**src/vgacc_ram.sv**
```systemverilog
// ----------------------------------------------------------------------------
// vgacc_ram
// generic single write port memory with registered read
// ----------------------------------------------------------------------------
module vgacc_ram #(
	parameter int WIDTH = 8,
	parameter int DEPTH = 16
) (
	input  logic                     clk,
	input  logic                     we,
	input  logic [$clog2(DEPTH)-1:0] waddr,
	input  logic [WIDTH-1:0]         wdata,
	input  logic                     re,
	input  logic [$clog2(DEPTH)-1:0] raddr,
	output logic [WIDTH-1:0]         rdata
);

	logic [WIDTH-1:0] mem_q [DEPTH];
	logic [WIDTH-1:0] rdata_q;

	always_ff @(posedge clk) begin
		if (we) begin
			mem_q[waddr] <= wdata;
		end
		if (re) begin
			rdata_q <= mem_q[raddr];
		end
	end

	assign rdata = rdata_q;

endmodule

```
**config.mk**
```make
export PLATFORM = sky130hd
export DESIGN_NAME = vgacc_ram
export DESIGN_NICKNAME = d
export VERILOG_FILES = /design/src/vgacc_ram.sv
export SDC_FILE = /design/constraint.sdc
export NUM_CORES = 1
export LEC_CHECK = 0
export CAP_MARGIN = 40
export CORE_MARGIN = 3
export CORE_UTILIZATION = 40
export DETAILED_ROUTE_END_ITERATION = 8
export DONT_BUFFER_PORTS = 1
export PLACE_DENSITY = 0.66
export SYNTH_ARGS = -nofsm -noshare
export SYNTH_HDL_FRONTEND = slang
export SYNTH_SLANG_ARGS = --single-unit
export TNS_END_PERCENT = 5
```
**constraint.sdc**
```tcl
create_clock -name clk -period 2.7 [get_ports clk]
set_input_delay 0.54 -clock clk [delete_from_list [all_inputs] [get_ports clk]]
set_output_delay 0.54 -clock clk [all_outputs]
set_load 0.01 [all_outputs]
```
Word-level counts from Yosys, hierarchy flattened
Memories as Yosys holds them, arrays and structs flattened. A register that Yosys moved wholly into a read port is not among the register bits.
Index checks and enable logic that the tools add are counted.
- $add $sub $neg: 0
- multipliers: 0
- divide/modulo/power cells: 0
- $lt $le $gt $ge: 0
- equal/unequal tests: 0
- shift-type cells: 0
- mux-type cells: 2
- bitwise operators: 0
- reductions and logical operators: 0
- operator list (operator ; count):
    $mux 1 ; 2
- register bits after elaboration: 0
- bits in latches: 0
- memory bits (writable): 128
- ROM bits: 0
- bits of input ports: 19
- output and inout bits: 8
- word-level logic and storage cells: 3
- memories kept: 1
- memories (memory ; words ; width ; rd ports ; clocked after Yosys merged registers in ; write ports ; line ; text):
    mem_q ; 16 ; 8 ; 1 ; 1 ; 1 ; 18 ; logic [WIDTH-1:0] mem_q [DEPTH];

Longest topological paths before layout
- word-level depth: 2
- mapped depth: 5
- depth with buffers taken out: 3

Least setup slack after synthesis
No wires, ideal clock.
- path kind: input to register
- start: in waddr[2]
- end: mem mem_q[0][0], enable pin
- setup time: 0.383 ns
- arrival time: 1.650 ns
- data required time: 2.317 ns
- slack: 0.667 ns
- cell stages on the path: 2
- path buffers: 0
- cell sequence: or3b_2 > nor3_1
- RTL lines (what ; line ; text):
    start, declared ; 11 ; input logic [$clog2(DEPTH)-1:0] waddr,
    end, declared ; 18 ;
No word-level cell before the write port.

Worst setup path after layout
- start: in waddr[2]
- end: mem mem_q[1][4], enable pin
No word-level cell before the write port.

==> impl_results.md <==
- Cells after synthesis: 229
- R2R Path End: rdata[5]
- CTS sink count: 136
- Boundary Pins: 27
- Largest family of logic cells by synthesized area: multiplexers
- First-pass GRT wire length: 14.6 mm
- Initial core utilization: 41.1%
- Yosys cell types: 18
- Family with the most delay on the worst path: simple AND/OR/NAND/NOR gates
- FF-to-FF setup slack: 1.10 ns
- Row count: 41
- N_diodes: 0
- Routed len/inst: 22.2 um
- Critical path buffer and inverter count: 0
- R2r startpoint: mem_q[0][5]
- PwrDens: 804 nW/um^2
- Maximum fanout along the worst path: 8
- GRT Total Usage: 14.3%
- Post-Synth Adder-Cell Area: 0%
- Status: finished, final reports clean
- Leak Pwr: 1.97 nW
- Final hold violation count: 0
- RSZ-0062 raised after global routing: no
- Die ar.: about 14,000 sq um
- WP data arrival: 1.67 ns
- Final nets: 270
- FMAX: between 600 and 700 MHz
- Max Cap Violations: 0
- Mean Syn Cell Area: 22.8 sq um
- H-tree depth: 4
- Slew Limit Fails: 0
- Placed insts: ~400
- CTS tree: done
- Mapped Area: ~5200 sq um
- Maximum number of pins on one net before global-route repair: 33
- Post-Syn Nets: 248
- Slew headroom: between 40% and 50%
- Placer Congestion: between 0.7 and 0.8
- Compound-cell area share of the yosys netlist: 2.30%
- FF+latch count, synth: between 100 and 150
- I/O Buffers: 0
- Dpl hpwl: 6.04 mm
- Combinational power share: under 10%
- Total congestion overflow: 0
- Crit path from: waddr[2]
- Die height: approximately 120 um
- CP cell instances: or3b_2 > nor2_1
- Total iterations of the first detailed-routing run: 5
- Hold wc startpoint: wdata[3]
- Post-synthesis xor/xnor area fraction: 0%
- Layout Skew: 0.00569 ns
- Setup bufs post-CTS: 0
- CTS Buf Count: 17
- Final WL: 9.69 mm
- Yosys warnings: 0
- Switching share of power: a little under a fifth
- Flop pwr share: between 40% and 50%
- Max stage delay on crit path: a little over 0.6 ns
- Vias: 2,337
- Post-CTS resize count: 0
- Final Non-Filler Cells: 436
- Root Driver: clkbuf_16
- Layout cell share with drive strength beyond 1: 23.1%
- Seq/Total Area, Yosys: 78.1%
- Routed Antenna Nets: 0
- WP data required: 2.73 ns
- CP max stage cell: nor2_1
- GRT busiest layer: met2
- Vias in the first global route: between 2,000 and 2,500
- Setup Viol. Count Final: 0
- Hold Path Sink: mem_q[1][3]
- Via density: 5.36
- Post-synthesis simple-gate area fraction: 3.14%
- Clock Latency Late Sink: 0.41 ns
- GRT met2 Usage: 20.6%
- Kind of end point of the critical path: flip-flop
- GR Util met1: 20.3%
- Hold crit path type: primary input to flip-flop
- Peak VDD IR: between 0.5 and 0.6 mV
- Initial detailed-routing violation count: 215
- Post-synthesis mux area share: 14.8%
- Psw: 0.897 mW
- Tmin final: roughly 1.6 ns
- CORE AREA: 12,700 sq um
- Final period util: between 60 and 70%
- CTS Hold Bufs: 0
- Clk buf depth: 2
- CTS clk-pin slew, worst paths: 0.06 ns
- DIE WIDTH: 120 um
- Initial antenna violation count: 0
- Crit start category: primary input
- Met3 Use GR: 6.03%
- Worst Max-Slew Pin Slew: 0.784 ns
- Int Power: 3.98 mW
- Clk network pwr share: between 40% and 50%
- Drt drc: 0
- Setup Crit Path Kind: primary input to flip-flop
- Setup TNS: 0 ns
- Hold Crit Depth: 0
- Reg2reg path depth: 3
- Area grow syn2layout: 16.0%
==> cells in the mapped netlist <==
master / number / area share [%]
edfxtp_1: 136 / 78
mux4_2: 18 / 7.8
a22oi_1: 16 / 2.3
mux4_1: 14 / 7.0
nor2_1: 13 / 0.93
nand2_1: 9 / 0.65
nor3_1: 4 / 0.38
buf_2: 3 / 0.29
buf_6: 3 / 0.65
clkdlybuf4s25_2: 3 / 0.57
nand2b_1: 2 / 0.24
nand3b_1: 2 / 0.29
and2_1: 1 / 0.12
and2b_1: 1 / 0.14
buf_4: 1 / 0.14
nand3_1: 1 / 0.096
nor2b_1: 1 / 0.12
or3b_2: 1 / 0.17
==> logic make-up (layout without fill, tap and decap cells) <==
group | after synthesis | in the layout
multiplexers | 32 | 32
AO/OA/AOI/OAI | 16 | 16
AND/OR/NAND/NOR | 35 | 35
flip-flops | 136 | 136
buffers and inverters | 10 | 45
==> state kept, by name (all words and copies together) (netlist names) <==
register  flops
mem_q       128
rdata         8
==> worst max path at each step <==
stage                       end  slack [ns]  cells after the start
floorplan           mem_q[0][0]        0.67                      2
global placement    mem_q[3][2]        0.70                      2
detailed placement  mem_q[1][3]        0.66                      2
CTS                 mem_q[1][0]        1.09                      2
global route           rdata[5]        1.06                      3
finish              mem_q[1][4]        1.07                      2
==> power by group through the flow <==
stage | clock network (mW) | logic (mW) | registers (mW)
after floorplan | 0 | 0.120 | 2.44
after global placement | 0 | 0.128 | 2.44
after detailed placement | 0 | 0.129 | 2.44
after CTS | 2.38 | 0.130 | 2.40
after global routing | 2.49 | 0.137 | 2.40
final | 2.35 | 0.129 | 2.40
==> placed cells by master, fill, tap and decap left out, drive strengths merged <==
cell type | Yosys | routed
and2 | 1 | 1
nor3 | 4 | 4
edfxtp | 136 | 136
nor2 | 13 | 13
buf | 7 | 13
a22oi | 16 | 16
clkinvlp | 0 | 2
nand2b | 2 | 2
and2b | 1 | 1
nand3 | 1 | 1
nand3b | 2 | 2
nor2b | 1 | 1
clkbuf | 0 | 17
nand2 | 9 | 9
clkinv | 0 | 9
or3b | 1 | 1
bufinv | 0 | 4
mux4 | 32 | 32
==> area by class of cell <==
class | instances | area [sq um]
Fill cell | 1055 | 6660
Sequential cell | 136 | 4080
Multi-Input combinational cell | 83 | 1060
Clock buffer | 17 | 425
Tap cell | 172 | 215
Clock inverter | 15 | 184
Timing Repair Buffer | 13 | 97.6
==> metal layers <==
metal | share of wire, % | wire (um) | up-vias
met1 | 44 | 4290 | 1198
met5 | 0 | 0 | -
met3 | 8.5 | 827 | 11
met4 | 1.4 | 140 | 0
met2 | 46 | 4440 | 99
li1 | - | - | 1029
==> through the flow <==
step	setup WS (ns)	power, mW	hold slack (ns)	instance area [sq um]	util (%)
4_1_cts	1.09	4.91	0.213	6060	47.7
3_3_place_gp	0.699	2.57	0.640	5450	42.9
6_report	1.07	4.88	0.221	6060	47.7
5_1_grt	1.06	5.03	0.196	6060	47.7
2_1_floorplan	0.667	2.56	0.639	5230	-
3_5_place_dp	0.662	2.57	0.640	5450	42.9
No activity file was read; power rests on OpenSTA's default activity.
