**src/vgacc_pkg.sv**
```systemverilog
// ----------------------------------------------------------------------------
// vgacc_pkg
// shared constants, types and helper functions of the voxel gaussian accumulator
// ----------------------------------------------------------------------------
package vgacc_pkg;

	localparam int TABLE_DEPTH = 4096;
	localparam int COORD_BITS  = 24;
	localparam int MAX_PROBES  = 8;
	localparam int COUNT_BITS  = 20;

	localparam int SLOT_W     = $clog2(TABLE_DEPTH);
	localparam int PROBE_W    = $clog2(MAX_PROBES + 1);
	localparam int VS_W       = 23;
	localparam int OUT_SLOT_W = 12;
	localparam int STATUS_W   = 3;
	localparam int SCAT_W     = 64;
	localparam int ENERGY_W   = 63;
	localparam int KEY_W      = 3 * COORD_BITS + 1;
	localparam int MEAN_W     = COORD_BITS + 8;
	localparam int DIFF_W     = MEAN_W + 1;
	localparam int DIVIDEND_W = DIFF_W;
	localparam int DIVISOR_W  = (COUNT_BITS + 1 > VS_W) ? COUNT_BITS + 1 : VS_W;
	localparam int QUOT_W     = DIVIDEND_W + 1;
	localparam int DIV_CNT_W  = $clog2(DIVIDEND_W + 1);
	localparam int MAG_W      = DIFF_W;
	localparam int HALF_W     = (MAG_W + 1) / 2;
	localparam int PROD_W     = 2 * MAG_W;
	localparam int PEXT_W     = (PROD_W > 72) ? PROD_W : 72;

	localparam logic [VS_W-1:0]       VS_RESET  = VS_W'(512);
	localparam logic [COUNT_BITS-1:0] CNT_MAX   = '1;
	localparam logic [PROBE_W-1:0]    PROBE_LAST = PROBE_W'(MAX_PROBES - 1);
	localparam logic signed [SCAT_W-1:0] SCAT_MAX = {1'b0, {(SCAT_W-1){1'b1}}};
	localparam logic signed [SCAT_W-1:0] SCAT_MIN = {1'b1, {(SCAT_W-1){1'b0}}};

	localparam logic [31:0] HASH_KX = 32'd73856093;
	localparam logic [31:0] HASH_KY = 32'd19349663;
	localparam logic [31:0] HASH_KZ = 32'd83492791;

	typedef enum logic [STATUS_W-1:0] {
		ST_ADDED   = 3'd0,
		ST_NEW     = 3'd1,
		ST_FULL    = 3'd2,
		ST_SAT     = 3'd3,
		ST_CLEARED = 3'd4
	} status_t;

	typedef struct packed {
		logic                  start;
		logic [DIVIDEND_W-1:0] num;
		logic [DIVISOR_W-1:0]  den;
	} div_req_t;

	typedef struct packed {
		logic              done;
		logic [QUOT_W-1:0] quot;
	} div_rsp_t;

	typedef struct packed {
		logic             start;
		logic [MAG_W-1:0] a;
		logic [MAG_W-1:0] b;
	} mul_req_t;

	typedef struct packed {
		logic              done;
		logic [PROD_W-1:0] prod;
	} mul_rsp_t;

	// only the low slot bits of each product reach the table index
	function automatic logic [SLOT_W-1:0] hash_slot(
		input logic [COORD_BITS-1:0] cx,
		input logic [COORD_BITS-1:0] cy,
		input logic [COORD_BITS-1:0] cz
	);
		logic [31:0]       xe, ye, ze;
		logic [SLOT_W-1:0] hx, hy, hz;
		xe = {{(32-COORD_BITS){1'b0}}, cx};
		ye = {{(32-COORD_BITS){1'b0}}, cy};
		ze = {{(32-COORD_BITS){1'b0}}, cz};
		hx = xe[SLOT_W-1:0] * HASH_KX[SLOT_W-1:0];
		hy = ye[SLOT_W-1:0] * HASH_KY[SLOT_W-1:0];
		hz = ze[SLOT_W-1:0] * HASH_KZ[SLOT_W-1:0];
		return hx ^ hy ^ hz;
	endfunction

	function automatic logic signed [SCAT_W-1:0] sat_add(
		input logic signed [SCAT_W-1:0] a,
		input logic signed [SCAT_W-1:0] b
	);
		logic signed [SCAT_W:0] s;
		s = {a[SCAT_W-1], a} + {b[SCAT_W-1], b};
		if (s[SCAT_W] != s[SCAT_W-1]) begin
			return s[SCAT_W] ? SCAT_MIN : SCAT_MAX;
		end
		return s[SCAT_W-1:0];
	endfunction

	function automatic logic [ENERGY_W-1:0] pos_part(input logic signed [SCAT_W-1:0] v);
		return v[SCAT_W-1] ? '0 : v[ENERGY_W-1:0];
	endfunction

	function automatic logic [ENERGY_W-1:0] energy_add(
		input logic [ENERGY_W-1:0] a,
		input logic [ENERGY_W-1:0] b
	);
		logic [ENERGY_W:0] s;
		s = {1'b0, a} + {1'b0, b};
		return s[ENERGY_W] ? '1 : s[ENERGY_W-1:0];
	endfunction

endpackage

```
**src/vgacc_mul.sv**
```systemverilog
// ----------------------------------------------------------------------------
// vgacc_mul
// unsigned multiplier in two partial products, low half of b then high half
// ----------------------------------------------------------------------------
module vgacc_mul (
	input  logic                clk,
	input  logic                arst_n,
	input  vgacc_pkg::mul_req_t mul_req,
	output vgacc_pkg::mul_rsp_t mul_rsp
);

	logic                                              lo_q;
	logic                                              hi_q;
	logic                                              done_q;
	logic [vgacc_pkg::MAG_W-1:0]                       a_q;
	logic [vgacc_pkg::MAG_W-1:0]                       b_q;
	logic [vgacc_pkg::PROD_W-1:0]                      acc_q;
	logic [vgacc_pkg::HALF_W-1:0]                      b_sel;
	logic [vgacc_pkg::MAG_W+vgacc_pkg::HALF_W-1:0]     pp;

	assign b_sel = hi_q ? vgacc_pkg::HALF_W'(b_q >> vgacc_pkg::HALF_W)
	                    : b_q[vgacc_pkg::HALF_W-1:0];
	assign pp    = a_q * b_sel;

	always_ff @(posedge clk or negedge arst_n) begin
		if (!arst_n) begin
			lo_q   <= 1'b0;
			hi_q   <= 1'b0;
			done_q <= 1'b0;
		end else begin
			lo_q   <= mul_req.start;
			hi_q   <= lo_q;
			done_q <= hi_q;
		end
	end

	always_ff @(posedge clk) begin
		if (mul_req.start) begin
			a_q <= mul_req.a;
			b_q <= mul_req.b;
		end
		if (lo_q) begin
			acc_q <= vgacc_pkg::PROD_W'(pp);
		end else if (hi_q) begin
			acc_q <= acc_q + (vgacc_pkg::PROD_W'(pp) << vgacc_pkg::HALF_W);
		end
	end

	assign mul_rsp = '{done: done_q, prod: acc_q};

endmodule

```
**config.mk**
```make
export PLATFORM = sky130hd
export DESIGN_NAME = vgacc_mul
export DESIGN_NICKNAME = d
export VERILOG_FILES = /design/src/vgacc_pkg.sv /design/src/vgacc_mul.sv
export SDC_FILE = /design/constraint.sdc
export NUM_CORES = 2
export LEC_CHECK = 0
export ABC_AREA = 1
export BUFFER_PORTS_ARGS = -buffer_cell sky130_fd_sc_hd__buf_2
export CAP_MARGIN = 20
export CELL_PAD_IN_SITES_DETAIL_PLACEMENT = 0
export CELL_PAD_IN_SITES_GLOBAL_PLACEMENT = 1
export CORE_MARGIN = 2
export CORE_UTILIZATION = 45
export DETAILED_ROUTE_END_ITERATION = 16
export MAX_ROUTING_LAYER = met4
export PLACE_DENSITY_LB_ADDON = 0.1
export SYNTH_ARGS = -nofsm -noshare
export SYNTH_HDL_FRONTEND = slang
export SYNTH_SLANG_ARGS = --single-unit
```
**constraint.sdc**
```tcl
create_clock -name clk -period 10.45 [get_ports clk]
set_input_delay 0.5225 -clock clk [delete_from_list [all_inputs] [get_ports clk]]
set_output_delay 0.5225 -clock clk [all_outputs]
set_load 0.01 [all_outputs]
```
* After elaboration in Yosys (flattened, before gate mapping)
Index checks and enable logic that the tools add are counted.
W data, S select, Z words.
** Word-level totals
- Bits in registers :: 135
- Input port bits :: 69
- Logic and storage cells :: 13
** Operators by class
- Add/subtract/negate cells :: 1
- Multiply operators :: 1
- Multiplexer cells :: 3
- Reduce and logical (&&, ||, !) cells :: 1
** Operators by type and width (count)
- $mux W50 :: 2
- $add A66 B66 Y66 :: 1
- $mul A33 B17 Y50 :: 1
- $mux W17 :: 1
- $reduce_bool A2 Y1 :: 1

* Logic depth before layout (Yosys ltp)
- Depth after elaboration :: 5
- Mapped depth :: 46
- Gate-level depth less buffers :: 44

* Worst setup path after synthesis
Ideal clock, no wire load.
- Path type :: reg2reg
- From :: register hi_q
- To :: register acc_q[65] (netlist name)
- Library setup time :: 110 ps
- Arrival :: 7370 ps
- Required time :: 10340 ps
- Slack :: 2970 ps
- Cell stages (with the launch flop) :: 44
- Clock period less this slack :: 7480 ps
- Cell sequence :: dfrtp_1 > inv_1 > clkbuf_1 > or2_2 > nand2_1 > inv_2 > clkbuf_1 > nand2_1 > fa_1 > inv_1 > fa_1 > inv_1 > fa_1 > inv_1 > fa_1 > fa_1 > inv_1 > fa_1 > [8 not listed] > nand2_2 > nand2_1 > nand2_1 > and2_1 > ha_1 > nand2_1 > nor3_1 > nand2_1 > nor2_1 > nand2_1 > a21oi_1 > nor2_1 > inv_1 > nand3_2 > nand3_2 > nand2_1 > inv_1 > nor2_1
** On the way
- Longest elaborated chain between the ends :: 3
** RTL lines
- start: declaration :: line vgacc_mul.sv:13 : logic hi_q;
- start signal: assignment :: line vgacc_mul.sv:32 : hi_q <= lo_q;
- $mux W17 :: line vgacc_mul.sv:21 : assign b_sel = hi_q ? vgacc_pkg::HALF_W'(b_q >> vgacc_pkg::HALF_W)
- $mul A33 B17 Y50 :: line vgacc_mul.sv:23 : assign pp = a_q * b_sel;
- $add A66 B66 Y66 :: line vgacc_mul.sv:45 : acc_q <= acc_q + (vgacc_pkg::PROD_W'(pp) << vgacc_pkg::HALF_W);
- end signal: assignment :: line vgacc_mul.sv:43 : acc_q <= vgacc_pkg::PROD_W'(pp);
- end signal: assignment :: line vgacc_mul.sv:45
- end: declaration :: line vgacc_mul.sv:17 : logic [vgacc_pkg::PROD_W-1:0] acc_q;
Several ways; a longest one is shown, not always the timed one.
A chain may end at the register's enable or synchronous reset.

* Worst setup path in the final report
Ends and elaborated chain as after synthesis.

==> metrics.md <==
| Metric | Value |
|---|---|
| Most Frequent Cell on Critical Path | `sky130_fd_sc_hd__inv_1` |
| Count of buffers from port buffering | `135` |
| Sequential area share after synthesis | `0.1439` |
| Vias per inst | `5.212` |
| Number of failing hold endpoints at the final stage | `0` |
| CTS HTree Levels | `4` |
| Pins over their slew limit | `0` |
| Sinks on the clock net | `135` |
| Status | `complete, but fails checks` |
| Number of enable-type register cells in the synthesized netlist | `116` |
| Leading cell type by number of instances after synthesis | `sky130_fd_sc_hd__inv_1` |
| Vias in the first global route | `23880` |
| Worst Min Path Start | `mul_req[51]` |
| Pin count of the biggest net entering global routing | `68` |
| Type of the setup path with the least slack | `flop to flop` |
| Reg2Reg Depth | `39` |
| Syn Inst Count | `3470` |
| Type of origin of the critical path | `flop` |
| Post-Route Setup TNS | `0 ps` |
| Reg2reg setup slack | `620 ps` |
| Initial antenna violation count | `1` |
| Root buf cell | `sky130_fd_sc_hd__clkbuf_16` |
| CTS tree | `yes` |
| Number of violations reported at the end of detailed-routing iteration 0 | `1647` |
| Dominant cells by area after synthesis | `sky130_fd_sc_hd__fa_1 35%, sky130_fd_sc_hd__edfxtp_1 13%, sky130_fd_sc_hd__inv_1 11%, sky130_fd_sc_hd__nand2_1 11%, sky130_fd_sc_hd__ha_1 8.1%` |
| Number of detailed-routing iterations run before antenna repair | `13` |
| Arithmetic-cell share of the synthesized area counting full adders, half adders and majority gates | `0.4267` |
| DRC violation count after routing | `3` |
| Setup fix buffers added after clock tree synthesis | `0` |
| Launch point of the worst reg-to-reg path | `hi_q` |
| Die extent in y | `248.7 um` |
| Critical path arrival | `10280 ps` |
| Flip-flop and latch count after synthesis | `135` |
| Mean instance size in the synthesized netlist | `7.766 um^2` |
| Synthesized netlist net count | `4179` |
| Total CTS buffers | `17` |
| Share of post-route cells with drive strength above 1 | `0.09785` |
| Largest family of logic cells by synthesized area | `adder cells` |
| Post-Synth Simple-Gate Area | `0.2203` |
| Dominant synthesized flop cell | `sky130_fd_sc_hd__edfxtp_1` |
| Deepest clock path buffer count | `2` |
| Final weighted congestion in routability-driven placement | `0.9938` |
| Total of endpoints with negative setup slack in the final report | `0` |
| Wire length of the first global-routing pass | `144000 um` |
| Post-route cell area | `0.02925 mm^2` |
| Fmax | `101.8 MHz` |
| CP endpoint kind | `flop` |
| Setup Skew | `24.18 ps` |
| Type of the most critical hold path | `input port to flop` |
| Crit path max fanout | `20` |
| Number of antenna repair diodes | `0` |
| Synth Cell Area | `0.02695 mm^2` |
| GR Util All Layers | `0.3207` |
| Area of the die | `0.06186 mm^2` |
| Number of nets in the layout | `4283` |
| Largest stage delay on the critical path | `640 ps` |
| Area of the core region | `0.05913 mm^2` |
| Area share of xor/xnor cells in the synthesized design | `0.01778` |
| Least-Margin Pin Slew | `1058 ps` |
| Required time of the worst setup path | `10900 ps` |
| Latest clock arrival within the worst-skew pair | `520 ps` |
| Hold-critical path depth | `1` |
| Worst Setup SP | `hi_q` |
| Number of primary I/O pins | `136` |
| Clock-pin slew of the registers on the worst-case setup and hold paths | `90 ps` |
| Synthesized-area fraction occupied by ao, oa, aoi and oai cells | `0.05883` |
| Area growth syn-to-layout | `8.548%` |
| Number of rows in the core area | `89` |
| Ys Warns | `0` |
| Top-area cell type share of the netlist area | `0.3454` |
| RSZ-0062 raised after global routing | `no` |
| Worst-path cell with the longest stage delay | `sky130_fd_sc_hd__inv_1` |
| Cell type contributing the most total cell area after synthesis | `sky130_fd_sc_hd__fa_1` |
| Share of the cycle needed by the critical path after routing | `0.9404` |
| Antenna Nets Post-Route | `0` |
| Worst slew margin relative to its limit | `0.2946` |
| End point of the most critical hold path | `a_q[18]` |
| Violated checks | `design-rule violations` |
| Detail-routed net length per standard cell | `21.16 um` |
| Multiplexer share of the synthesized area | `0.0004179` |
| GR Overflow Total | `0` |
| Die span in x | `248.7 um` |
| DPL Wire Length | `77390 um` |
| Synth cell count leaders | `816 x sky130_fd_sc_hd__inv_1, 803 x sky130_fd_sc_hd__nand2_1, 465 x sky130_fd_sc_hd__fa_1` |
| Final WL | `92260 um` |
| Cell variety after synth | `59` |
| Shortest clock period the worst path allows after layout | `9827 ps` |
| Post-placement cell area | `0.02859 mm^2` |
| Initial core utilization | `0.4557` |
| Total via count after detailed routing | `22720` |
| Critical R2R Capture | `acc_q[65]` |
| Async set-or-reset flop fraction in the synthesized netlist | `0.02222` |
| Max-Cap Viols | `0` |
## layer usage
metal  part of all wire  global-route usage  up-vias  wire length, um
met5                  0                   -        -                0
met4              0.032              0.1011        0             2909
met3              0.059             0.04002      137             5398
met2               0.47              0.5144      735            43430
met1               0.44              0.4255    11360            40520
li1                   -                   -    10500                -
## how the worst max path moves through the flow
stage	endpoint	slack, ps
detailed placement	acc_q[65]	720
floorplan	acc_q[65]	2970
CTS	acc_q[65]	660
global route	acc_q[65]	260
global placement	acc_q[65]	590
finish	acc_q[65]	620
## state kept, by name, indices dropped and copies added, names as in the netlist
name    count
acc_q      66
a_q        33
b_q        33
done_q      1
hi_q        1
lo_q        1
## repair_timing
item | 4_1_cts | 5_1_grt
hold buffers | 1 | 0
endpoints found under the hold margin | 3 | 0
gates resized for setup | 0 | 0
## worst max-delay path: cells and delay by family (launching register included)
| kind | cells | cell delay, ps |
|---|---|---|
| adders and majority gates | 8 | 3930 |
| and+or+nand+nor | 17 | 2620 |
| buffers and inverters | 11 | 1980 |
| AOI/OAI and AO/OA | 3 | 750 |
| DFF | 1 | 450 |
## cell usage in the layout (no fill, tap or decap), drive strengths merged
cell type / n
buf: 187
nand2: 826
o211ai: 7
a211o: 1
edfxtp: 116
o21bai: 23
mux2: 1
fa: 465
o31ai: 1
nor3: 21
nor2: 407
o21ai: 82
or2: 46
o21a: 5
clkinv: 14
a21boi: 5
nand4: 22
a31o: 2
nand3: 94
and2: 7
o311ai: 1
ha: 175
bufinv: 3
a31oi: 6
nor4: 7
clkbuf: 17
xnor2: 13
dfrtp: 3
inv: 836
dfxtp: 16
a211oi: 2
a21o: 9
nand3b: 2
xor2: 34
a21oi: 130
dlygate4sd3: 1
## cells by family (layout without fill, tap and decap cells)
group | Yosys count | count (layout)
AO/OA/AOI/OAI | 274 | 274
adder cells (fa/ha/maj) | 640 | 640
multiplexers | 1 | 1
flip-flops | 135 | 135
AND/OR/NAND/NOR | 1432 | 1432
buffers and inverters | 941 | 1058
XOR/XNOR | 47 | 47
## cell type report
cell class | instances | area [um^2]
multi-input cells | 2394 | 19510
flip-flops and latches | 135 | 3881
clock buffers | 17 | 425.4
clock inverters | 15 | 230.2
repair buffers | 188 | 1091
inverters | 838 | 3146
well taps | 773 | 967.2
fillers | 5972 | 29880
## per-stage QoR
stage,std cells,hold slack (ps),setup slack [ps],utilization
floorplan,3470,226.9,2970,-
global placement,4327,327.7,587.7,0.4834
detailed placement,4327,325.2,719.0,0.4834
CTS,4360,137.5,655.3,0.4947
global route,4360,165.8,258.5,0.4947
finish,4360,174.4,623.0,0.4947
Power is left out: the tool's default activity adds up to more than one toggle a clock period on the data nets, which glitch-free logic cannot reach.
