<file path="config.mk">
export PLATFORM = sky130hd
export DESIGN_NAME = vgacc_div
export DESIGN_NICKNAME = d
export VERILOG_FILES = /design/src/vgacc_pkg.sv /design/src/vgacc_div.sv
export SDC_FILE = /design/constraint.sdc
export NUM_CORES = 1
export LEC_CHECK = 0
export ABC_CLOCK_PERIOD_IN_PS = 4700
export BUFFER_PORTS_ARGS = -buffer_cell sky130_fd_sc_hd__buf_2
export CELL_PAD_IN_SITES_DETAIL_PLACEMENT = 0
export CELL_PAD_IN_SITES_GLOBAL_PLACEMENT = 1
export CORE_MARGIN = 8
export CORE_UTILIZATION = 46
export DETAILED_ROUTE_END_ITERATION = 10
export PLACE_DENSITY = 0.93
export SLEW_MARGIN = 0
export SYNTH_ARGS = -nofsm -noshare
export SYNTH_HDL_FRONTEND = slang
export SYNTH_SLANG_ARGS = --single-unit
</file>
<file path="constraint.sdc">
create_clock -name clk -period 4.7 [get_ports clk]
set_input_delay 0.235 -clock clk [delete_from_list [all_inputs] [get_ports clk]]
set_output_delay 0.235 -clock clk [all_outputs]
set_load 0.02 [all_outputs]
</file>
<file path="src/vgacc_pkg.sv">
// ----------------------------------------------------------------------------
// vgacc_pkg
// shared constants, types and helper functions of the voxel gaussian accumulator
// ----------------------------------------------------------------------------
package vgacc_pkg;

	localparam int TABLE_DEPTH = 4096;
	localparam int COORD_BITS  = 24;
	localparam int MAX_PROBES  = 8;
	localparam int COUNT_BITS  = 20;

	localparam int SLOT_W     = $clog2(TABLE_DEPTH);
	localparam int PROBE_W    = $clog2(MAX_PROBES + 1);
	localparam int VS_W       = 23;
	localparam int OUT_SLOT_W = 12;
	localparam int STATUS_W   = 3;
	localparam int SCAT_W     = 64;
	localparam int ENERGY_W   = 63;
	localparam int KEY_W      = 3 * COORD_BITS + 1;
	localparam int MEAN_W     = COORD_BITS + 8;
	localparam int DIFF_W     = MEAN_W + 1;
	localparam int DIVIDEND_W = DIFF_W;
	localparam int DIVISOR_W  = (COUNT_BITS + 1 > VS_W) ? COUNT_BITS + 1 : VS_W;
	localparam int QUOT_W     = DIVIDEND_W + 1;
	localparam int DIV_CNT_W  = $clog2(DIVIDEND_W + 1);
	localparam int MAG_W      = DIFF_W;
	localparam int HALF_W     = (MAG_W + 1) / 2;
	localparam int PROD_W     = 2 * MAG_W;
	localparam int PEXT_W     = (PROD_W > 72) ? PROD_W : 72;

	localparam logic [VS_W-1:0]       VS_RESET  = VS_W'(512);
	localparam logic [COUNT_BITS-1:0] CNT_MAX   = '1;
	localparam logic [PROBE_W-1:0]    PROBE_LAST = PROBE_W'(MAX_PROBES - 1);
	localparam logic signed [SCAT_W-1:0] SCAT_MAX = {1'b0, {(SCAT_W-1){1'b1}}};
	localparam logic signed [SCAT_W-1:0] SCAT_MIN = {1'b1, {(SCAT_W-1){1'b0}}};

	localparam logic [31:0] HASH_KX = 32'd73856093;
	localparam logic [31:0] HASH_KY = 32'd19349663;
	localparam logic [31:0] HASH_KZ = 32'd83492791;

	typedef enum logic [STATUS_W-1:0] {
		ST_ADDED   = 3'd0,
		ST_NEW     = 3'd1,
		ST_FULL    = 3'd2,
		ST_SAT     = 3'd3,
		ST_CLEARED = 3'd4
	} status_t;

	typedef struct packed {
		logic                  start;
		logic [DIVIDEND_W-1:0] num;
		logic [DIVISOR_W-1:0]  den;
	} div_req_t;

	typedef struct packed {
		logic              done;
		logic [QUOT_W-1:0] quot;
	} div_rsp_t;

	typedef struct packed {
		logic             start;
		logic [MAG_W-1:0] a;
		logic [MAG_W-1:0] b;
	} mul_req_t;

	typedef struct packed {
		logic              done;
		logic [PROD_W-1:0] prod;
	} mul_rsp_t;

	// only the low slot bits of each product reach the table index
	function automatic logic [SLOT_W-1:0] hash_slot(
		input logic [COORD_BITS-1:0] cx,
		input logic [COORD_BITS-1:0] cy,
		input logic [COORD_BITS-1:0] cz
	);
		logic [31:0]       xe, ye, ze;
		logic [SLOT_W-1:0] hx, hy, hz;
		xe = {{(32-COORD_BITS){1'b0}}, cx};
		ye = {{(32-COORD_BITS){1'b0}}, cy};
		ze = {{(32-COORD_BITS){1'b0}}, cz};
		hx = xe[SLOT_W-1:0] * HASH_KX[SLOT_W-1:0];
		hy = ye[SLOT_W-1:0] * HASH_KY[SLOT_W-1:0];
		hz = ze[SLOT_W-1:0] * HASH_KZ[SLOT_W-1:0];
		return hx ^ hy ^ hz;
	endfunction

	function automatic logic signed [SCAT_W-1:0] sat_add(
		input logic signed [SCAT_W-1:0] a,
		input logic signed [SCAT_W-1:0] b
	);
		logic signed [SCAT_W:0] s;
		s = {a[SCAT_W-1], a} + {b[SCAT_W-1], b};
		if (s[SCAT_W] != s[SCAT_W-1]) begin
			return s[SCAT_W] ? SCAT_MIN : SCAT_MAX;
		end
		return s[SCAT_W-1:0];
	endfunction

	function automatic logic [ENERGY_W-1:0] pos_part(input logic signed [SCAT_W-1:0] v);
		return v[SCAT_W-1] ? '0 : v[ENERGY_W-1:0];
	endfunction

	function automatic logic [ENERGY_W-1:0] energy_add(
		input logic [ENERGY_W-1:0] a,
		input logic [ENERGY_W-1:0] b
	);
		logic [ENERGY_W:0] s;
		s = {1'b0, a} + {1'b0, b};
		return s[ENERGY_W] ? '1 : s[ENERGY_W-1:0];
	endfunction

endpackage

</file>
<file path="src/vgacc_div.sv">
// ----------------------------------------------------------------------------
// vgacc_div
// shared floored divider, one quotient bit per cycle
// ----------------------------------------------------------------------------
module vgacc_div (
	input  logic                clk,
	input  logic                arst_n,
	input  vgacc_pkg::div_req_t div_req,
	output vgacc_pkg::div_rsp_t div_rsp
);

	logic                                 busy_q;
	logic                                 done_q;
	logic [vgacc_pkg::DIV_CNT_W-1:0]      cnt_q;
	logic                                 neg_q;
	logic [vgacc_pkg::DIVIDEND_W-1:0]     acc_q;
	logic [vgacc_pkg::DIVISOR_W-1:0]      rem_q;
	logic [vgacc_pkg::DIVISOR_W-1:0]      den_q;
	logic [vgacc_pkg::QUOT_W-1:0]         quot_q;

	logic [vgacc_pkg::DIVISOR_W:0]        trial;
	logic [vgacc_pkg::DIVISOR_W:0]        diff;
	logic                                 ge;
	logic [vgacc_pkg::DIVISOR_W-1:0]      rem_nx;
	logic [vgacc_pkg::DIVIDEND_W-1:0]     acc_nx;
	logic [vgacc_pkg::QUOT_W-1:0]         mag_nx;
	logic [vgacc_pkg::QUOT_W-1:0]         quot_nx;
	logic [vgacc_pkg::DIVIDEND_W-1:0]     num_mag;

	assign trial   = {rem_q, acc_q[vgacc_pkg::DIVIDEND_W-1]};
	assign diff    = trial - {1'b0, den_q};
	assign ge      = trial >= {1'b0, den_q};
	assign rem_nx  = ge ? diff[vgacc_pkg::DIVISOR_W-1:0] : trial[vgacc_pkg::DIVISOR_W-1:0];
	assign acc_nx  = {acc_q[vgacc_pkg::DIVIDEND_W-2:0], ge};
	assign mag_nx  = {1'b0, acc_nx};
	assign num_mag = div_req.num[vgacc_pkg::DIVIDEND_W-1] ? (~div_req.num + 1'b1) : div_req.num;

	// floor for a negative dividend: -(q+1) when a remainder is left
	always_comb begin
		if (!neg_q) begin
			quot_nx = mag_nx;
		end else if (rem_nx != '0) begin
			quot_nx = ~mag_nx;
		end else begin
			quot_nx = -mag_nx;
		end
	end

	always_ff @(posedge clk or negedge arst_n) begin
		if (!arst_n) begin
			busy_q <= 1'b0;
			done_q <= 1'b0;
			cnt_q  <= '0;
		end else begin
			done_q <= 1'b0;
			if (div_req.start) begin
				busy_q <= 1'b1;
				cnt_q  <= vgacc_pkg::DIV_CNT_W'(vgacc_pkg::DIVIDEND_W);
			end else if (busy_q) begin
				cnt_q <= cnt_q - 1'b1;
				if (cnt_q == vgacc_pkg::DIV_CNT_W'(1)) begin
					busy_q <= 1'b0;
					done_q <= 1'b1;
				end
			end
		end
	end

	always_ff @(posedge clk) begin
		if (div_req.start) begin
			neg_q <= div_req.num[vgacc_pkg::DIVIDEND_W-1];
			acc_q <= num_mag;
			rem_q <= '0;
			den_q <= div_req.den;
		end else if (busy_q) begin
			acc_q <= acc_nx;
			rem_q <= rem_nx;
			if (cnt_q == vgacc_pkg::DIV_CNT_W'(1)) begin
				quot_q <= quot_nx;
			end
		end
	end

	assign div_rsp = '{done: done_q, quot: quot_q};

endmodule

</file>
-- Word level (Yosys, flattened, before mapping)
Cells that the tools add are included.
- word-level logic and storage cells: 35
- output and inout port bits: 35
- register bits: 122
- mux-type cells: 14
- reductions and logical operators: 3
- bitwise operators: 3
- add/subtract/negate cells: 4
- equal/unequal tests: 1
- magnitude comparators: 1
- operators by type and width (cell ; number):
    $mux W33 ; 4
    $mux W34 ; 1
    $neg A33 Y34 ; 1
    $not A33 Y34 ; 1
    $add A33 B1 Y33 const B ; 1
    $not A33 Y33 ; 1
    $ge A24 B23 Y1 ; 1
    $mux W23 ; 1
    $reduce_bool A23 Y1 ; 1
    $sub A23 B23 Y23 ; 1
    $mux W6 ; 2
    $eq A6 B1 Y1 const B ; 1
    $mux W1 ; 6
    $sub A6 B1 Y6 const B ; 1
    $reduce_and A3 Y1 ; 1
    $reduce_bool A2 Y1 ; 1
    $not A1 Y1 ; 1

-- Depth between registers and ports, before layout
- depth in word-level cells: 5
- gate-level depth with buffers: 18
- gate-level depth less buffers: 15

-- Worst setup path after synthesis
OpenSTA, ideal clock, no wires.
- kind: register to register
- start point: register acc_q[32] (netlist bit)
- end point: register quot_q[33] (netlist bit) (data pin)
- required time: 4.436 ns
- arrival: 3.611 ns
- slack: 0.825 ns
- setup time: 0.264 ns
- cell stages (with the launch flop): 15
- path through: edfxtp_1 -> inv_1 -> ha_1 -> fa_1 -> nand2b_1 -> a21oi_1 -> o211ai_2 -> a2111oi_4 -> or2_2 -> inv_2 -> or4_4 -> a221oi_4 -> nand4_1 -> buf_2 -> o41a_1
- word-level cells in the longest chain between the ends: 4
- RTL lines (what ; RTL line ; RTL):
    start, declared ; vgacc_div.sv:16 ; logic [vgacc_pkg::DIVIDEND_W-1:0] acc_q;
    start signal, assigned ; vgacc_div.sv:72 ; acc_q <= num_mag;
    start signal, assigned ; vgacc_div.sv:76 ; acc_q <= acc_nx;
    parallel branches: the longest is 3 deep, another holds $neg A33 Y34 ; n/a ;
    $mux W34 * ; vgacc_div.sv:42 ; end else if (rem_nx != '0) begin
    end signal, assigned ; vgacc_div.sv:79 ; quot_q <= quot_nx;
    end, declared ; vgacc_div.sv:19 ; logic [vgacc_pkg::QUOT_W-1:0] quot_q;
Mark *: on every way between the ends.
A chain may end at the register's enable or synchronous reset.

-- Final worst setup path
- start point: register acc_q[32] (netlist bit)
- end point: register quot_q[2] (netlist bit) (data pin)
- word-level cells in the longest chain between the ends: 5
- RTL lines (what ; RTL line ; RTL):
    parallel branches: the longest is 3 deep, another holds $neg A33 Y34 ; n/a ;
    $mux W34 * ; vgacc_div.sv:42 ;
    $mux W33 * ; vgacc_div.sv:40 ; if (!neg_q) begin
    named net quot_nx (one bit) ; vgacc_div.sv:27 ; logic [vgacc_pkg::QUOT_W-1:0] quot_nx;
Mark *: on every way through the listed nets, which the timed path passes.

==> results.ini <==
[outcome]
outcome = finished, final reports clean

[critical_path]
cp.required_ns = 4.84
cp_max_fo = 13
worstPathArrival_ns = 4.56
startpoint_type = flop
crit_type = flop to flop
cp-end-kind = flop

[global_route]
antenna_found_initial = 2
grt_pass1_wl_mm = 30.8
overflow = 0
track_usage_pct = 17.7
grt_start_max_net_pins = 71
grt_pass1_vias = 6084

[die]
die_w_um = 146
dieHeight_um = 146
start_util_pct = 46.9
io_pins = 94
std_cell_rows = 47
coreArea_mm2 = 0.0165
dieArea_mm2 = 0.0213

[layout]
nets = 984
fillers = 1471
drive_above_1_share_pct = 19.0
area_delta_synth_final_pct = 18.4

[synth]
avgSynthCellArea_um2 = 9.74
synth_nets = 883
synth_common_cells = 91 x edfxtp_1, 77 x nor2_1, 70 x nand2_1
synth_seq_area_share_pct = 43.8
synth_top_area_cell = edfxtp_1
yosysTopAreaCellShare_pct = 35.2
ys_ff_latch = 122
synthTopCellsByArea = edfxtp_1 35%, dfxtp_1 5.9%, xnor2_1 4.7%, ha_1 4.4%, xor2_1 3.8%
yosys.cell_types.count = 74
syn-cell-area_mm2 = 0.00775
yosysMostFrequentCell = edfxtp_1
synth_ff_type = edfxtp_1
synth_edf_count = 91
synth-warning-count = 0
syn_inst = 796
postSynth.asyncResetShare_pct = 6.56

[clock_network]
cts_buffers = 17
post_cts_buffers = 0
clockBufferDepth = 2
h-tree-depth = 4
cts.clk_slew.worst_paths_ns = 0.06
cts_tree = done
root_buffer = clkbuf_16
insertion_delay_ns = 0.43
cts_sinks = 122

[pwr]
ir_drop_mv = 0.308
p_sw_share_pct = 36.6
power_frac_comb_pct = 36.5
seqPwrFrac_pct = 35.9
p_per_area_mw_per_mm2 = 487
power.switching_mw = 1.64
p_leak_nw = 3.57
p_int_mw = 2.83
clkPwrFrac_pct = 27.6
p_total_mw = 4.47

[drt]
dr_wl_met3_mm = 1.06
highest_layer = met4
drc = 0
drtIter0Drc = 409
wl_per_cell_um = 16.8
routed_wl_mm = 19.0
wl_met1_mm = 8.58
drt-pass1-iter-count = 6
ant_nets = 0
vias_per_cell = 5.67
wl_met2_mm = 8.97
vias = 6413

[timing]
period_minus_slack_ns = 4.41
max_slew.worst_pin.slew_ns = 0.920
slew-limit-headroom_pct = 37.7
setup_tns_ns = 0
hold_viol_final = 0
clock-skew-final_ns = 0.0220
setup_viol = 0
drv_slew = 0
fin_crit_sh_pct = 93.9
rsz0062_at_grt = no
fmax_ghz = 0.227

[job]
max_cap_viol_count = 0

[placed_design]
place.gp.congestion = 0.880
dp.final_hpwl_mm = 13.7
port_buffers = 93

[worst_hold_path]
hp-class = input pin to flop

[worst max-delay path, cell delays in order (launching register included)]
cell	delay, ns
edfxtp_1	0.37
inv_1	0.05
ha_1	0.22
fa_1	0.39
nand2b_1	0.17
a21oi_1	0.25
o211ai_2	0.16
a2111oi_4	0.32
or2_2	0.30
inv_2	0.07
or4_4	0.55
a221oi_4	0.33
nand3_2	0.36
buf_4	0.31
o21ai_1	0.19
xnor2_1	0.12
[worst paths after layout]
kind / from / end / slack, ns / cells after the start
max: acc_q[32] / quot_q[2] / 0.29 / 15
min: div_req[0] / den_q[0] / 0.02 / 1
max reg2reg: acc_q[32] / quot_q[2] / 0.29 / 15
min reg2reg: rem_q[22] / rem_q[22] / 0.52 / 2
max in group asynchronous: arst_n / cnt_q[2] / 4.36 / 2
min in group asynchronous: arst_n / cnt_q[3] / 0.18 / 2
[stage by stage]
| stage | hold slack, ns | area [um^2] | instances | utilization, % | worst slack (ns) |
|---|---|---|---|---|---|
| 4_1_cts | 0.0143 | 9170 | 1130 | 55.5 | 0.290 |
| 5_1_grt | 0.0175 | 9180 | 1132 | 55.5 | 0.00317 |
| 2_1_floorplan | -0.0606 | 7750 | 796 | - | 0.825 |
| 3_5_place_dp | 0.0858 | 8380 | 1075 | 50.7 | 0.329 |
| 3_3_place_gp | 0.0835 | 8380 | 1075 | 50.7 | 0.409 |
| 6_report | 0.0190 | 9180 | 1132 | 55.5 | 0.286 |
[power groups by stage]
| stage | Clock (mW) | Sequential (mW) | Combinational [mW] |
|---|---|---|---|
| after floorplan | 0 | 1.58 | 1.22 |
| final | 1.23 | 1.60 | 1.63 |
| after CTS | 1.25 | 1.60 | 1.62 |
| after global placement | 0 | 1.62 | 1.57 |
| after detailed placement | 0 | 1.62 | 1.59 |
| after global routing | 1.30 | 1.63 | 1.80 |
[layer usage]
layer  vias to the layer above  GRT usage (%)
met1                      3018           22.6
met4                         0           7.44
li1                       3141              -
met2                       216           28.1
met5                         -              0
met3                        38           4.54
[state kept, by name, indices dropped and copies added, names as in the netlist]
register,cells
acc_q,33
busy_q,1
cnt_q,6
den_q,23
done_q,1
neg_q,1
quot_q,34
rem_q,23
[cell type report]
class / count / area, um^2 / share of cell area, %
clock inverters: 6 / 31.3 / 0.341
flip-flops and latches: 122 / 3390 / 37.0
inverters: 38 / 143 / 1.55
repair buffers: 127 / 781 / 8.51
well taps: 220 / 275 / 3.00
clock buffers: 26 / 533 / 5.81
diodes: 2 / 5.00 / 0.0545
multi-input cells: 591 / 4020 / 43.8
[cell usage in the layout, fill, tap and decap left out, types with 20 or more instances in the layout]
cell / instances
buf_2: 92
edfxtp_1: 91
nor2_1: 77
nand2_1: 70
a21oi_1: 51
xnor2_1: 42
inv_1: 37
o21ai_0: 35
xor2_1: 34
ha_1: 27
dlygate4sd3_1: 23
dfxtp_1: 23
or3_1: 21
clkbuf_16: 20
[cell families after synthesis]
group	count (synthesis)	share of synthesized area, %
simple gates	260	16.6
buf+inv	83	4.41
xor+xnor	76	8.59
mux	20	2.81
fa+ha+maj	28	4.62
compound gates	207	19.2
flops	122	43.8
[what timing repair did]
action | 4_1_cts | 5_1_grt
resized for setup | 0 | 0
endpoints found under the hold margin | 30 | 0
hold buffers | 23 | 0
(Power assumes the default switching activity.)
